--- config.mk ---
export PLATFORM = sky130hd
export DESIGN_NAME = ycc_regs
export DESIGN_NICKNAME = d
export VERILOG_FILES = /design/src/rtl/ycc_pkg.sv /design/src/rtl/ycc_regs.sv
export SDC_FILE = /design/constraint.sdc
export NUM_CORES = 1
export LEC_CHECK = 0
export BUFFER_PORTS_ARGS = -buffer_cell sky130_fd_sc_hd__buf_4
export CORE_ASPECT_RATIO = 1.25
export CORE_MARGIN = 1
export CORE_UTILIZATION = 30
export DETAILED_ROUTE_END_ITERATION = 8
export PLACE_DENSITY = 0.58
export SLEW_MARGIN = 0
export SYNTH_ARGS = -nofsm -noshare
export SYNTH_HDL_FRONTEND = slang
export SYNTH_SLANG_ARGS = --single-unit
--- constraint.sdc ---
create_clock -name clk -period 1.75 [get_ports clk]
set_input_delay 0.35 -clock clk [delete_from_list [all_inputs] [get_ports clk]]
set_output_delay 0.35 -clock clk [all_outputs]
set_load 0.02 [all_outputs]
--- src/rtl/ycc_pkg.sv ---
// ----------------------------------------------------------------------------
// ycc_pkg
// Shared types, constants and color-math functions of the RGB to YCbCr 4:2:0
// converter.
// ----------------------------------------------------------------------------
package ycc_pkg;

  localparam int DEF_MAX_WIDTH  = 4096;
  localparam int DEF_MAX_HEIGHT = 4096;

  localparam int PIX_W  = 8;            // one color component
  localparam int SUM_W  = PIX_W + 1;    // sum of two components
  localparam int SIZE_W = 13;           // frame size registers
  localparam int POS_W  = SIZE_W + 1;   // position math with headroom
  localparam int ADDR_W = 3;
  localparam int APB_DW = 32;

  localparam logic [SIZE_W-1:0] RST_FRAME_WIDTH  = SIZE_W'(640);
  localparam logic [SIZE_W-1:0] RST_FRAME_HEIGHT = SIZE_W'(480);

  // register index, taken from paddr[2]
  typedef enum logic [0:0] {
    REG_FRAME_WIDTH  = 1'b0,
    REG_FRAME_HEIGHT = 1'b1
  } ycc_reg_t;

  // effective frame size handed from the register block
  typedef struct packed {
    logic [SIZE_W-1:0] width;
    logic [SIZE_W-1:0] height;
  } ycc_size_t;

  // horizontal pair sums of one 2x1 pixel pair
  typedef struct packed {
    logic [SUM_W-1:0] b;
    logic [SUM_W-1:0] g;
    logic [SUM_W-1:0] r;
  } ycc_pair_t;

  // BT.601 studio-swing coefficients
  localparam logic [16:0] Y_KR = 17'd66;
  localparam logic [16:0] Y_KG = 17'd129;
  localparam logic [16:0] Y_KB = 17'd25;
  localparam logic [16:0] Y_RND = 17'd128;
  localparam logic [PIX_W-1:0] Y_OFS = 8'd16;

  localparam logic signed [17:0] CB_KR = -18'sd38;
  localparam logic signed [17:0] CB_KG = -18'sd74;
  localparam logic signed [17:0] CB_KB = 18'sd112;
  localparam logic signed [17:0] CR_KR = 18'sd112;
  localparam logic signed [17:0] CR_KG = -18'sd94;
  localparam logic signed [17:0] CR_KB = -18'sd18;
  localparam logic signed [17:0] C_RND = 18'sd128;
  localparam logic signed [17:0] C_OFS = 18'sd128;

  // Luma of one pixel; the result tops out at 235, so no clamp is needed.
  function automatic logic [PIX_W-1:0] luma_of(input logic [PIX_W-1:0] r,
                                               input logic [PIX_W-1:0] g,
                                               input logic [PIX_W-1:0] b);
    logic [16:0] acc;
    acc = Y_KR * 17'(r) + Y_KG * 17'(g) + Y_KB * 17'(b) + Y_RND;
    return PIX_W'(acc[16:8]) + Y_OFS;
  endfunction

  // Floor shift, offset and clamp to a byte.
  function automatic logic [PIX_W-1:0] chroma_clamp(input logic signed [17:0] acc);
    logic signed [17:0] t;
    t = (acc >>> 8) + C_OFS;
    if (t < 0) begin
      return '0;
    end else if (t > 18'sd255) begin
      return 8'd255;
    end else begin
      return PIX_W'(t);
    end
  endfunction

  function automatic logic [PIX_W-1:0] cb_of(input logic [PIX_W-1:0] r,
                                             input logic [PIX_W-1:0] g,
                                             input logic [PIX_W-1:0] b);
    logic signed [17:0] acc;
    acc = CB_KR * $signed(18'(r)) + CB_KG * $signed(18'(g))
        + CB_KB * $signed(18'(b)) + C_RND;
    return chroma_clamp(acc);
  endfunction

  function automatic logic [PIX_W-1:0] cr_of(input logic [PIX_W-1:0] r,
                                             input logic [PIX_W-1:0] g,
                                             input logic [PIX_W-1:0] b);
    logic signed [17:0] acc;
    acc = CR_KR * $signed(18'(r)) + CR_KG * $signed(18'(g))
        + CR_KB * $signed(18'(b)) + C_RND;
    return chroma_clamp(acc);
  endfunction

  // Rounded four-pixel average from two pair sums.
  function automatic logic [PIX_W-1:0] avg4(input logic [SUM_W-1:0] a,
                                            input logic [SUM_W-1:0] c);
    logic [SUM_W+1:0] s;
    s = (SUM_W+2)'(a) + (SUM_W+2)'(c) + (SUM_W+2)'(2);
    return PIX_W'(s >> 2);
  endfunction

endpackage

--- src/rtl/ycc_regs.sv ---
// ----------------------------------------------------------------------------
// ycc_regs
// APB register block for frame width and height; derives the effective size.
// ----------------------------------------------------------------------------
module ycc_regs
  import ycc_pkg::*;
#(
  parameter int MAX_WIDTH  = DEF_MAX_WIDTH,
  parameter int MAX_HEIGHT = DEF_MAX_HEIGHT
) (
  input  logic              clk,
  input  logic              rst_n,
  input  logic              psel,
  input  logic              penable,
  input  logic              pwrite,
  input  logic [ADDR_W-1:0] paddr,
  input  logic [APB_DW-1:0] pwdata,
  output logic [APB_DW-1:0] prdata,
  output logic              pready,
  output ycc_size_t         size
);

  localparam logic [POS_W-1:0] MW = POS_W'(MAX_WIDTH & ~1);
  localparam logic [POS_W-1:0] MH = POS_W'(MAX_HEIGHT & ~1);

  logic [SIZE_W-1:0] width_r,  width_nxt;
  logic [SIZE_W-1:0] height_r, height_nxt;
  logic              wr_en;
  ycc_reg_t          reg_sel;

  // clear the low bit, lift zero to two, saturate at the even maximum
  function automatic logic [SIZE_W-1:0] eff_size(input logic [SIZE_W-1:0] v,
                                                 input logic [POS_W-1:0] m);
    logic [POS_W-1:0] e;
    e = {1'b0, v[SIZE_W-1:1], 1'b0};
    if (e == '0) begin
      e = POS_W'(2);
    end
    if (e > m) begin
      e = m;
    end
    return SIZE_W'(e);
  endfunction

  assign pready  = 1'b1;
  assign reg_sel = ycc_reg_t'(paddr[2]);
  assign wr_en   = psel && penable && pwrite && pready;

  always_comb begin
    width_nxt  = width_r;
    height_nxt = height_r;
    if (wr_en) begin
      case (reg_sel)
        REG_FRAME_WIDTH:  width_nxt  = pwdata[SIZE_W-1:0];
        REG_FRAME_HEIGHT: height_nxt = pwdata[SIZE_W-1:0];
        default: ;
      endcase
    end
  end

  always_ff @(posedge clk) begin
    if (!rst_n) begin
      width_r  <= RST_FRAME_WIDTH;
      height_r <= RST_FRAME_HEIGHT;
    end else begin
      width_r  <= width_nxt;
      height_r <= height_nxt;
    end
  end

  always_comb begin
    case (reg_sel)
      REG_FRAME_WIDTH:  prdata = APB_DW'(width_r);
      REG_FRAME_HEIGHT: prdata = APB_DW'(height_r);
      default:          prdata = '0;
    endcase
  end

  assign size.width  = eff_size(width_r, MW);
  assign size.height = eff_size(height_r, MH);

endmodule

==> Yosys cells after proc, flatten, opt, wreduce, memory -nomap -nowiden <==
Index checks and enable logic that the tools add are counted.
{ "op_classes": {"order_cmp": 2, "muxes": 5, "n_bitwise": 1, "n_reduce_logical": 6} }
{ "op_table": {"columns": ["cell", "count"], "rows": [
  ["32-bit case mux with 2 select lines", 1],
  ["13-bit two-way mux", 4],
  ["14-bit by 13-bit > comparator with 1-bit output, second input constant", 2],
  ["12-bit logical NOT", 2],
  ["2-bit AND reduction", 2],
  ["1-bit logical AND", 2],
  ["1-bit NOT", 1]
]} }
{ "word_totals": {"register_bits": 26, "input_bits": 40, "out_inout_bits": 59, "word_cells": 16} }

==> Logic depth before layout (Yosys ltp) <==
Gate-level depths: netlist of run 1.
{ "depth": {"word_depth": 4, "ltp_mapped": 5, "mapped_depth_nobuf": 2} }

==> Worst setup path before layout of run 1 <==
Ideal clock, no wire load.
{ "synth_path": {"kind": "input to output", "startpoint": "in paddr[2]", "endpoint": "out prdata[12]", "arrival_time_ps": 1128, "slack_ps": 272, "path_stages": 3, "n_path_buf": 2, "cell_sequence": "buf_6 -> buf_2 -> o21ai_0"} }
{ "synth_via": {"elab_chain_len": 2} }
{ "synth_lines": {"columns": ["item", "line_no", "text"], "rows": [
  ["start: declaration", "ycc_regs.sv:16", "input logic [ADDR_W-1:0] paddr,"],
  ["1-bit NOT (no line)", null, null],
  ["32-bit case mux with 2 select lines (*)", "ycc_regs.sv:72", "case (reg_sel)"],
  ["end: declaration", "ycc_regs.sv:18", "output logic [APB_DW-1:0] prdata,"]
]} }
Every way passes the cells marked *; elsewhere a longest branch is shown, timed or not. The select of a mux whose other input is x is not followed.

==> reports/results.ini, run 1 <==
[cts]
insertion_delay_ns = 0.27
cts_hold_buf = 0
clockBufferDepth = 2
cts-root-buf = clkbuf_8
path_clk_slew_ns = 0.09
clkSinkCount = 26
numCtsBuffers = 3
cts_htree_levels = 1
cts_tree = yes

[synthesis]
syn_avg_cell_area_um2 = 8.807
synth_seq_area_share = 0.3247
async_reset_ff_frac = 0
yosys_warnings = 0
synth_area_um2 = 1603
synthDistinctLibCells = 19
synth_edf_count = 0
ys_top_cells_by_count = nand2_1, nor2b_1, dfxtp_1, mux2i_1, buf_4
synthTopCellsByArea = dfxtp_1, mux2i_1, nor2b_1
yosys.area.top_type_share = 0.3247
synth_seq_cells = 26
yosysTopAreaCell = dfxtp_1
synthCells = 182
ys.flop_type = dfxtp_1

[layout]
drive_gt1_frac = 0.3377
diodes = 0
nFillCells = 527
multi_input_area_um2 = 918.4
regArea_um2 = 520.5
fin_util = 0.3937
final_net_count = 269
area_growth_pct = 25.68

[sta]
tns_ns = 0
clock_skew_ns = 0
grt_setup_unrepaired = false
setup_viol = 0
period_share = 0.9465
period_minus_slack_ns = 1.656
final_max_slew_viol_count = 0
hold_viol = 0
fmax_mhz = 603.7

[drt]
detail-route-antenna-nets = 0
postRouteWirelength_mm = 3.709
route.vias.total = 1257
drt_iter0_drc = 36
wl_per_cell_um = 12.79
viasPerCell = 4.334
dr.pass1.iters = 4
drc = 0

[pwr]
p_seq_frac = 0.492
clkPwrFrac = 0.312
switchingPower_mw = 0.3525
peakVddDrop_mv = 0.2718
p_total_mw = 1.259
power_density_nw_per_um2 = 624.9
intPower_mw = 0.9062
p_comb_frac = 0.196
p_leak_nw = 0.9491
switching_share = 0.2801

[placement]
dpl.hpwl_mm = 2.734
portBuffers = 55
gp_congestion = 0.7442

[setup_path]
worst_setup_path_end_kind = output port
cpPeakStageDelay_ns = 0.36
critPathLaunchType = flip-flop
cp_max_fo = 4
crit_required_ns = 1.40
worst_path_max_delay_cell = dfxtp_1
crit_arrival_ns = 1.31
worstSetupPathType = flip-flop to output port
crit_chain = nor4_4 > a41o_1 > buf_4

[grt]
grt_pass1_vias = 1140
grt_usage = 0.1335
grt_max_degree = 44
globalRouteOverflowTotal = 0
grt_pass1_wl_mm = 5.630
antenna_found_initial = 0

[run]
cap_violations = 0

[die]
start_util = 0.3133
fp.dieW_um = 67.38
die-height_um = 83.72
io_pins = 99
rows = 29
core_um2 = 5116
dieArea_um2 = 5641

[outcome]
outcome = finished, final reports clean

[hold_path]
hp-class = input pin to flip-flop

flip-flops by register name, indices dropped and copies added, names as in the netlist:
register  cells
height_r     13
width_r      13
cells in the final DEF, fill, tap and decap left out:
| cell type | Yosys | routed |
|---|---|---|
| and4b_1 | 1 | 1 |
| nor2_1 | 2 | 2 |
| nand2_1 | 33 | 33 |
| nand4_2 | 1 | 1 |
| a41o_1 | 2 | 2 |
| nor4_1 | 4 | 2 |
| nor4_4 | 0 | 1 |
| dfxtp_1 | 26 | 26 |
| clkbuf_8 | 0 | 4 |
| buf_4 | 22 | 58 |
| nor4_2 | 0 | 1 |
| mux2_2 | 12 | 12 |
| o21ai_0 | 1 | 1 |
| inv_1 | 2 | 2 |
| nor2b_1 | 33 | 33 |
| mux2i_1 | 26 | 26 |
| and4_1 | 1 | 1 |
| conb_1 | 2 | 22 |
metal layers:
metal / vias to the layer above / track usage / part of all wire
met4: 0 / 0.04642 / 0.012
met2: 47 / 0.2136 / 0.47
met1: 567 / 0.1759 / 0.47
li1: 639 / - / -
met5: - / 0 / 0
met3: 4 / 0.02322 / 0.050
final cells by class:
type / count / share of cell area
Multi-Input combinational cell: 138 / 0.4559
Timing Repair Buffer: 58 / 0.2161
Sequential cell: 26 / 0.2584
Inverter: 2 / 0.003727
Tap cell: 62 / 0.03851
Clock buffer: 4 / 0.02733
critical path: cells and delay by family (launching register included):
kind / cells / cell delay (ns)
flops: 1 / 0.36
compound gates: 1 / 0.22
buf+inv: 1 / 0.14
simple gates: 1 / 0.32
power groups by stage:
| stage | Clock, mW | Combinational (mW) | Sequential (mW) |
|---|---|---|---|
| 2_1_floorplan | 0 | 0.204 | 0.626 |
| 3_3_place_gp | 0 | 0.246 | 0.631 |
| 3_5_place_dp | 0 | 0.247 | 0.631 |
| 4_1_cts | 0.401 | 0.248 | 0.618 |
| 5_1_grt | 0.423 | 0.265 | 0.621 |
| 6_report | 0.393 | 0.247 | 0.619 |
path summary, 6_finish.rpt:
check	slack, ns	depth (start not counted)	endpoint	from
setup / recovery	0.09	3	size[14]	width_r[8]$_SDFFE_PN0P_
hold / removal	0.34	3	height_r[9]$_SDFFE_PN0P_	pwdata[9]
setup reg to reg	0.78	3	width_r[12]$_SDFFE_PN0P_	width_r[12]$_SDFFE_PN0P_
hold reg to reg	0.46	2	width_r[0]$_SDFFE_PN0P_	width_r[0]$_SDFFE_PN0P_
per-stage QoR:
step / setup WS, ns / area [um2] / cells / hold slack (ns)
after CTS: 0.04777 / 2006 / 290 / 0.3355
after global placement: 0.2574 / 1938 / 286 / 0.4434
after detailed placement: 0.2753 / 1938 / 286 / 0.4496
after floorplan: 0.2715 / 1678 / 202 / 0.4322
final: 0.09356 / 2014 / 290 / 0.3363
after global routing: 0.01475 / 2014 / 290 / 0.3304
cell families after synthesis:
group,synth area share
AO/OA/AOI/OAI,0.01561
buffers and inverters,0.1624
flip-flops,0.3247
multiplexers,0.2467
other,0.004686
AND/OR/NAND/NOR,0.2459
what timing repair did:
action,in CTS,in global routing
setup endpoints to repair,2,1
resized for setup,2,1
buffers inserted,0,0
Power figures use the tool's default switching activity.
==> run 2: changes to the inputs <==
--- a/config.mk
+++ b/config.mk
@@ -5,12 +5,12 @@
 export SDC_FILE = /design/constraint.sdc
 export NUM_CORES = 1
 export LEC_CHECK = 0
+export ABC_AREA = 1
 export BUFFER_PORTS_ARGS = -buffer_cell sky130_fd_sc_hd__buf_4
-export CORE_ASPECT_RATIO = 1.25
 export CORE_MARGIN = 1
 export CORE_UTILIZATION = 30
 export DETAILED_ROUTE_END_ITERATION = 8
-export PLACE_DENSITY = 0.58
+export PLACE_DENSITY_LB_ADDON = 0.05
 export SLEW_MARGIN = 0
 export SYNTH_ARGS = -nofsm -noshare
 export SYNTH_HDL_FRONTEND = slang
==> reports/results.ini, run 2 <==
[outcome]
outcome = finished, final reports clean  ; unchanged

[die]
start_util = 0.3109  ; was 0.3133
dieArea_um2 = 5588  ; was 5641 um2
io_pins = 99  ; unchanged
core_um2 = 5107  ; was 5116 um2
die-height_um = 74.75  ; was 83.72 um
fp.dieW_um = 74.75  ; was 67.38 um
rows = 26  ; was 29

[synthesis]
syn_avg_cell_area_um2 = 6.588  ; was 8.807 um2
synth.most_common_cell = nor2_1
synthMuxAreaShare = 0  ; was 0.2467
ys.flop_type = dfxtp_1  ; unchanged
synthXorXnorAreaFrac = 0  ; unchanged
synthTopCellsByArea = dfxtp_1, nor2_1, buf_4  ; was dfxtp_1, mux2i_1, nor2b_1
yosys.area.top_type_share = 0.3278  ; was 0.3247
synth_seq_area_share = 0.3278  ; was 0.3247
synthDistinctLibCells = 19  ; unchanged
synth_edf_count = 0  ; unchanged
ys_top_cells_by_count = nor2_1, nand2_1, o21ai_0  ; was nand2_1, nor2b_1, dfxtp_1, mux2i_1, buf_4
synth_top_family_by_area = simple AND/OR/NAND/NOR gates  ; was multiplexers
async_reset_ff_frac = 0  ; unchanged
synthCells = 241  ; was 182
yosys_warnings = 0  ; unchanged
yosys.area_share.simple = 0.2766  ; was 0.2459
synth_seq_cells = 26  ; unchanged
synth-compound-area-share = 0.1797  ; was 0.01561
synth_area_um2 = 1588  ; was 1603 um2
synthAdderAreaFrac = 0  ; unchanged
yosysTopAreaCell = dfxtp_1  ; unchanged

[run]
cap_violations = 0  ; unchanged

[pwr]
power_density_nw_per_um2 = 622.7  ; was 624.9 nW/um2
p_leak_nw = 1.098  ; was 0.9491 nW
p_total_mw = 1.368  ; was 1.259 mW
peakVddDrop_mv = 0.2601  ; was 0.2718 mV

[drt]
wl_per_cell_um = 12.11  ; was 12.79 um
dr.pass1.iters = 4  ; unchanged
postRouteWirelength_mm = 4.420  ; was 3.709 mm
viasPerCell = 4.323  ; was 4.334
drc = 0  ; unchanged
detail-route-antenna-nets = 0  ; unchanged
drt_iter0_drc = 69  ; was 36
route.vias.total = 1578  ; was 1257

[setup_path]
crit_top_cell = nor2_4
crit_chain = nor2_4 > nand2_2 > nor2_4 > nand2_4 > a21oi_2 > buf_4  ; was nor4_4 > a41o_1 > buf_4
crit_arrival_ns = 1.39  ; was 1.31 ns
worst_setup_path_end_kind = output port  ; unchanged
cp_max_fo = 5  ; was 4
cpPeakStageDelay_ns = 0.35  ; was 0.36 ns
critPathLaunchType = flip-flop  ; unchanged
crit_required_ns = 1.40  ; about the same
worst_path_max_delay_cell = dfxtp_2  ; was dfxtp_1
worstSetupPathType = flip-flop to output port  ; unchanged
rr_worst_depth = 3  ; unchanged

[placement]
placed_cell_area_um2 = 1936  ; was 1938 um2
portBuffers = 55  ; unchanged
gp_congestion = 0.8431  ; was 0.7442
dpl.hpwl_mm = 3.370  ; was 2.734 mm

[layout]
fin_util = 0.4302  ; was 0.3937
top_regs = height_r (13), width_r (13)  ; unchanged
nFillCells = 570  ; was 527
final_cell_mix = buf_4, nor2_1, o21ai_0  ; was buf_4, nor2b_1, nand2_1
diodes = 0  ; unchanged
regArea_um2 = 545.5  ; was 520.5 um2
drive_gt1_frac = 0.3966  ; was 0.3377
area_growth_pct = 38.38  ; was 25.68%
multi_input_area_um2 = 950.9  ; was 918.4 um2
final_net_count = 336  ; was 269
final_area_um2 = 2197  ; was 2014 um2
final_common_cell = buf_4  ; unchanged

[cts]
cts_tree = yes  ; unchanged
insertion_delay_ns = 0.27  ; about the same
cts_htree_levels = 1  ; unchanged
path_clk_slew_ns = 0.10  ; was 0.09 ns
cts-root-buf = clkbuf_8  ; unchanged
clkSinkCount = 26  ; unchanged
clockBufferDepth = 2  ; unchanged
numCtsBuffers = 3  ; unchanged

[grt]
grt_max_degree = 28  ; was 44
grt_pass1_vias = 1378  ; was 1140
grt_usage = 0.1624  ; was 0.1335
globalRouteOverflowTotal = 0  ; unchanged
grt_pass1_wl_mm = 6.803  ; was 5.630 mm
antenna_found_initial = 0  ; unchanged

[sta]
hold_viol = 0  ; unchanged
setup_viol = 0  ; unchanged
grt_setup_unrepaired = true  ; was false
tns_ns = 0  ; unchanged
period_minus_slack_ns = 1.745  ; was 1.656 ns
period_share = 0.9970  ; was 0.9465
final_max_slew_viol_count = 0  ; unchanged
clock_skew_ns = 0  ; unchanged
fmax_mhz = 573.1  ; was 603.7 MHz
whs_ns = 0.2935  ; was 0.3363 ns

[hold_path]
whs_path_depth = 3  ; unchanged
hp-class = input pin to flip-flop  ; unchanged

-- run 2: path summary, 6_finish.rpt --
kind / from / endpoint / slack [ns]
worst max-delay path: width_r[1]$_SDFFE_PN0P_ / size[21] / 0.005
worst min-delay path: pwdata[9] / width_r[9]$_SDFFE_PN1P_ / 0.29
worst max register to register: height_r[4]$_SDFFE_PN0P_ / height_r[4]$_SDFFE_PN0P_ / 0.95
worst min register to register: height_r[6]$_SDFFE_PN1P_ / height_r[6]$_SDFFE_PN1P_ / 0.50
-- run 2: layer usage --
layer,part of all wire,track usage,vias to the layer above
met5,0,0,-
li1,-,-,818
met2,0.47,0.2533,61
met1,0.47,0.2381,697
met4,0.0054,0.04403,0
met3,0.054,0.01606,2
-- run 2: cells by family after synthesis --
family	after synthesis
and+or+nand+nor	105
buffers and inverters	55
AOI/OAI and AO/OA	53
DFF	26
other	2
-- run 2: cell type report --
class / instances / area share
Tap cell: 70 / 0.03986
Multi-Input combinational cell: 182 / 0.4328
Timing Repair Buffer: 63 / 0.2187
Clock buffer: 4 / 0.02506
Sequential cell: 26 / 0.2483
Inverter: 20 / 0.03531
-- run 2: metrics by stage --
step	instances	setup slack [ns]
global route	365	-0.08378
finish	365	0.005252
detailed placement	355	0.1910
global placement	355	0.1926
CTS	360	-0.03005
floorplan	261	0.2067
-- run 2: timing repair --
item / 4_1_cts / 5_1_grt
setup endpoints to repair: 18 / 18
pin swaps: 4 / 11
hold endpoints to repair: 0 / 0
hold buffers: 0 / 0
cloned: 1 / 1
resized for setup: 13 / 52
buffers inserted: 0 / 4
-- run 2: critical path: cells and delay by family, from the launching register on --
| family | cells | cell delay, ns |
|---|---|---|
| DFF | 1 | 0.35 |
| buffers and inverters | 1 | 0.16 |
| AOI/OAI and AO/OA | 1 | 0.16 |
| and+or+nand+nor | 4 | 0.46 |
-- run 2: report_power, final --
group	internal, mW	leakage [nW]	switching, mW	total (mW)
Clock	0.201	0.0288	0.202	0.404
Sequential	0.611	0.216	0.0249	0.636
Combinational	0.123	0.853	0.205	0.328
==> run 3: changes to the inputs <==
--- a/config.mk
+++ b/config.mk
@@ -7,7 +7,7 @@
 export LEC_CHECK = 0
 export ABC_AREA = 1
 export BUFFER_PORTS_ARGS = -buffer_cell sky130_fd_sc_hd__buf_4
-export CORE_MARGIN = 1
+export CORE_MARGIN = 4
 export CORE_UTILIZATION = 30
 export DETAILED_ROUTE_END_ITERATION = 8
 export PLACE_DENSITY_LB_ADDON = 0.05
==> constraint.sdc (replaced) <==
create_clock -name clk -period 1.45 [get_ports clk]
set_input_delay 0.29 -clock clk [delete_from_list [all_inputs] [get_ports clk]]
set_output_delay 0.29 -clock clk [all_outputs]
set_load 0.02 [all_outputs]
==> reports/results.ini, run 3 (synthesis gave the netlist of run 2 again) <==
[outcome]
outcome = complete, but fails checks  ; was finished, final reports clean
failed_checks = negative setup slack

[sta]
fmax_mhz = 612.2
setup_ws_ns = -0.1834  ; was 0.005252 ns
period_share = 1.126
grt_setup_unrepaired = true  ; unchanged
period_minus_slack_ns = 1.633
final_max_slew_viol_count = 0  ; unchanged
whs_ns = 0.2551  ; was 0.2935 ns
clock_skew_ns = 0  ; unchanged
setup_viol = 18  ; was 0
hold_viol = 0  ; unchanged
tns_ns = -2.844  ; was 0 ns

[setup_path]
cpPeakStageDelay_ns = 0.34  ; was 0.35 ns
crit_top_cell = nor2_4  ; unchanged
cp.buffers_inverters = 1  ; unchanged
r2r-end = width_r[12]$_SDFFE_PN0P_  ; was height_r[4]$_SDFFE_PN0P_
path_delay_family = simple AND/OR/NAND/NOR gates  ; unchanged
worst_setup_path_end_kind = output port  ; unchanged
cp_max_fo = 5  ; unchanged
crit_chain = nor2_4 > nand2_2 > nor2_4 > nand2_4 > a21oi_2 > buf_6  ; was nor2_4 > nand2_2 > nor2_4 > nand2_4 > a21oi_2 > buf_4
crit_arrival_ns = 1.34  ; was 1.39 ns
rr_worst_depth = 3  ; unchanged
r2r_setup_slack_ns = 0.61  ; was 0.95 ns
worstSetupPathType = flip-flop to output port  ; unchanged
r2r_start = width_r[12]$_SDFFE_PN0P_  ; was height_r[4]$_SDFFE_PN0P_
critPathLaunchType = flip-flop  ; unchanged
worst_path_max_delay_cell = dfxtp_2  ; unchanged
crit_required_ns = 1.16  ; was 1.40 ns

[grt]
grt_usage = 0.1488  ; was 0.1624
grt_max_degree = 28  ; unchanged
grt_pass1_vias = 1571  ; was 1378
grt_pass1_wl_mm = 7.576  ; was 6.803 mm
globalRouteOverflowTotal = 0  ; unchanged
antenna_found_initial = 0  ; unchanged

[hold_path]
holdCritStartpoint = pwdata[5]  ; was pwdata[9]
hp-class = input pin to flip-flop  ; unchanged
hold_path_end = height_r[5]$_SDFFE_PN1P_  ; was width_r[9]$_SDFFE_PN1P_
whs_path_depth = 3  ; unchanged

[placement]
portBuffers = 55  ; unchanged
place_inst = 368  ; was 355
gp_congestion = 0.7400  ; was 0.8431
dp_slack_ns = -0.05566  ; was 0.1910 ns
placed_cell_area_um2 = 2033  ; was 1936 um2
dpl.hpwl_mm = 3.705  ; was 3.370 mm

[die]
start_util = 0.3109  ; unchanged
core_um2 = 5107  ; unchanged
die-height_um = 80.75  ; was 74.75 um
rows = 26  ; unchanged
fp.dieW_um = 80.75  ; was 74.75 um
dieArea_um2 = 6521  ; was 5588 um2
io_pins = 99  ; unchanged

[cts]
cts_hold_buf = 0  ; unchanged
insertion_delay_ns = 0.26  ; was 0.27 ns
path_clk_slew_ns = 0.09  ; was 0.10 ns
cts_tree = yes  ; unchanged
cts_htree_levels = 1  ; unchanged
clkSinkCount = 26  ; unchanged
clockBufferDepth = 2  ; unchanged
numCtsBuffers = 3  ; unchanged
cts-root-buf = clkbuf_8  ; unchanged

[drt]
route.vias.total = 1641  ; was 1578
drt_iter0_drc = 68  ; was 69
drc = 0  ; unchanged
postRouteWirelength_mm = 4.744  ; was 4.420 mm
dr.pass1.iters = 4  ; unchanged
viasPerCell = 4.376  ; was 4.323
wl_per_cell_um = 12.65  ; was 12.11 um
detail-route-antenna-nets = 0  ; unchanged

[layout]
fin_util = 0.4535  ; was 0.4302
diodes = 0  ; unchanged
final_common_cell = buf_4  ; unchanged
drive_gt1_frac = 0.4328  ; was 0.3966
final_cell_mix = buf_4, nor2_1, nand2_1  ; was buf_4, nor2_1, o21ai_0
top_regs = height_r (13), width_r (13)  ; unchanged
final_area_um2 = 2316  ; was 2197 um2
stdcell_count = 375  ; was 365
area_growth_pct = 45.86  ; was 38.38%
final_net_count = 347  ; was 336

[pwr]
power_density_nw_per_um2 = 687.8  ; was 622.7 nW/um2
peakVddDrop_mv = 0.2994  ; was 0.2601 mV
p_leak_nw = 1.159  ; was 1.098 nW
p_total_mw = 1.593  ; was 1.368 mW

[run]
cap_violations = 0  ; unchanged

==> run 3: cell types whose count changed in the layout (fill, tap and decap cells not counted), sizes merged <==
cell,change
buf,+11
clkbuf,-1
==> run 3: cell type report <==
cell class,instances,area (um2)
well taps,70,87.58
inverters,20,77.57
flip-flops and latches,26,539.3
repair buffers,74,583.1
fillers,571,2791
clock buffers,3,41.29
multi-input cells,182,987.2
==> run 3: how the worst max path moves through the flow <==
stage,startpoint,to,slack (ns),cells past startpoint
floorplan,height_r[7]$_SDFFE_PN1P_,size[10],-0.03,5
global placement,width_r[1]$_SDFFE_PN0P_,size[20],-0.06,6
detailed placement,width_r[1]$_SDFFE_PN0P_,size[20],-0.06,6
CTS,height_r[2]$_SDFFE_PN0P_,size[2],-0.24,6
global route,width_r[2]$_SDFFE_PN0P_,size[15],-0.26,6
finish,width_r[2]$_SDFFE_PN0P_,size[20],-0.18,6
==> run 3: report_power, final <==
part	leakage [nW]	total, mW	switching (mW)	internal (mW)
Sequential	0.215	0.762	0.0219	0.740
Combinational	0.923	0.435	0.266	0.169
Clock	0.0216	0.396	0.211	0.186
==> run 3: worst register-to-register path, delay by kind of cell, from the launching register on <==
kind	cells	cell delay, ns
AO/OA/AOI/OAI	1	0.11
buffers and inverters	1	0.23
flip-flops	1	0.34
AND/OR/NAND/NOR	1	0.11
==> run 3: timing repair <==
action                     4_1_cts  5_1_grt
pin swaps                       13       14
setup endpoints to repair       21       25
resized for setup               42       36
gates cloned                     2        0
setup buffers                    1        1
==> run 3: routing by layer <==
metal  GRT usage  vias to the layer above  wire, um
met1      0.2133                      748      2215
li1            -                      843         -
met2      0.2343                       48      2214
met4     0.03547                        0        27
met3     0.02328                        2       287
met5           0                        -         0
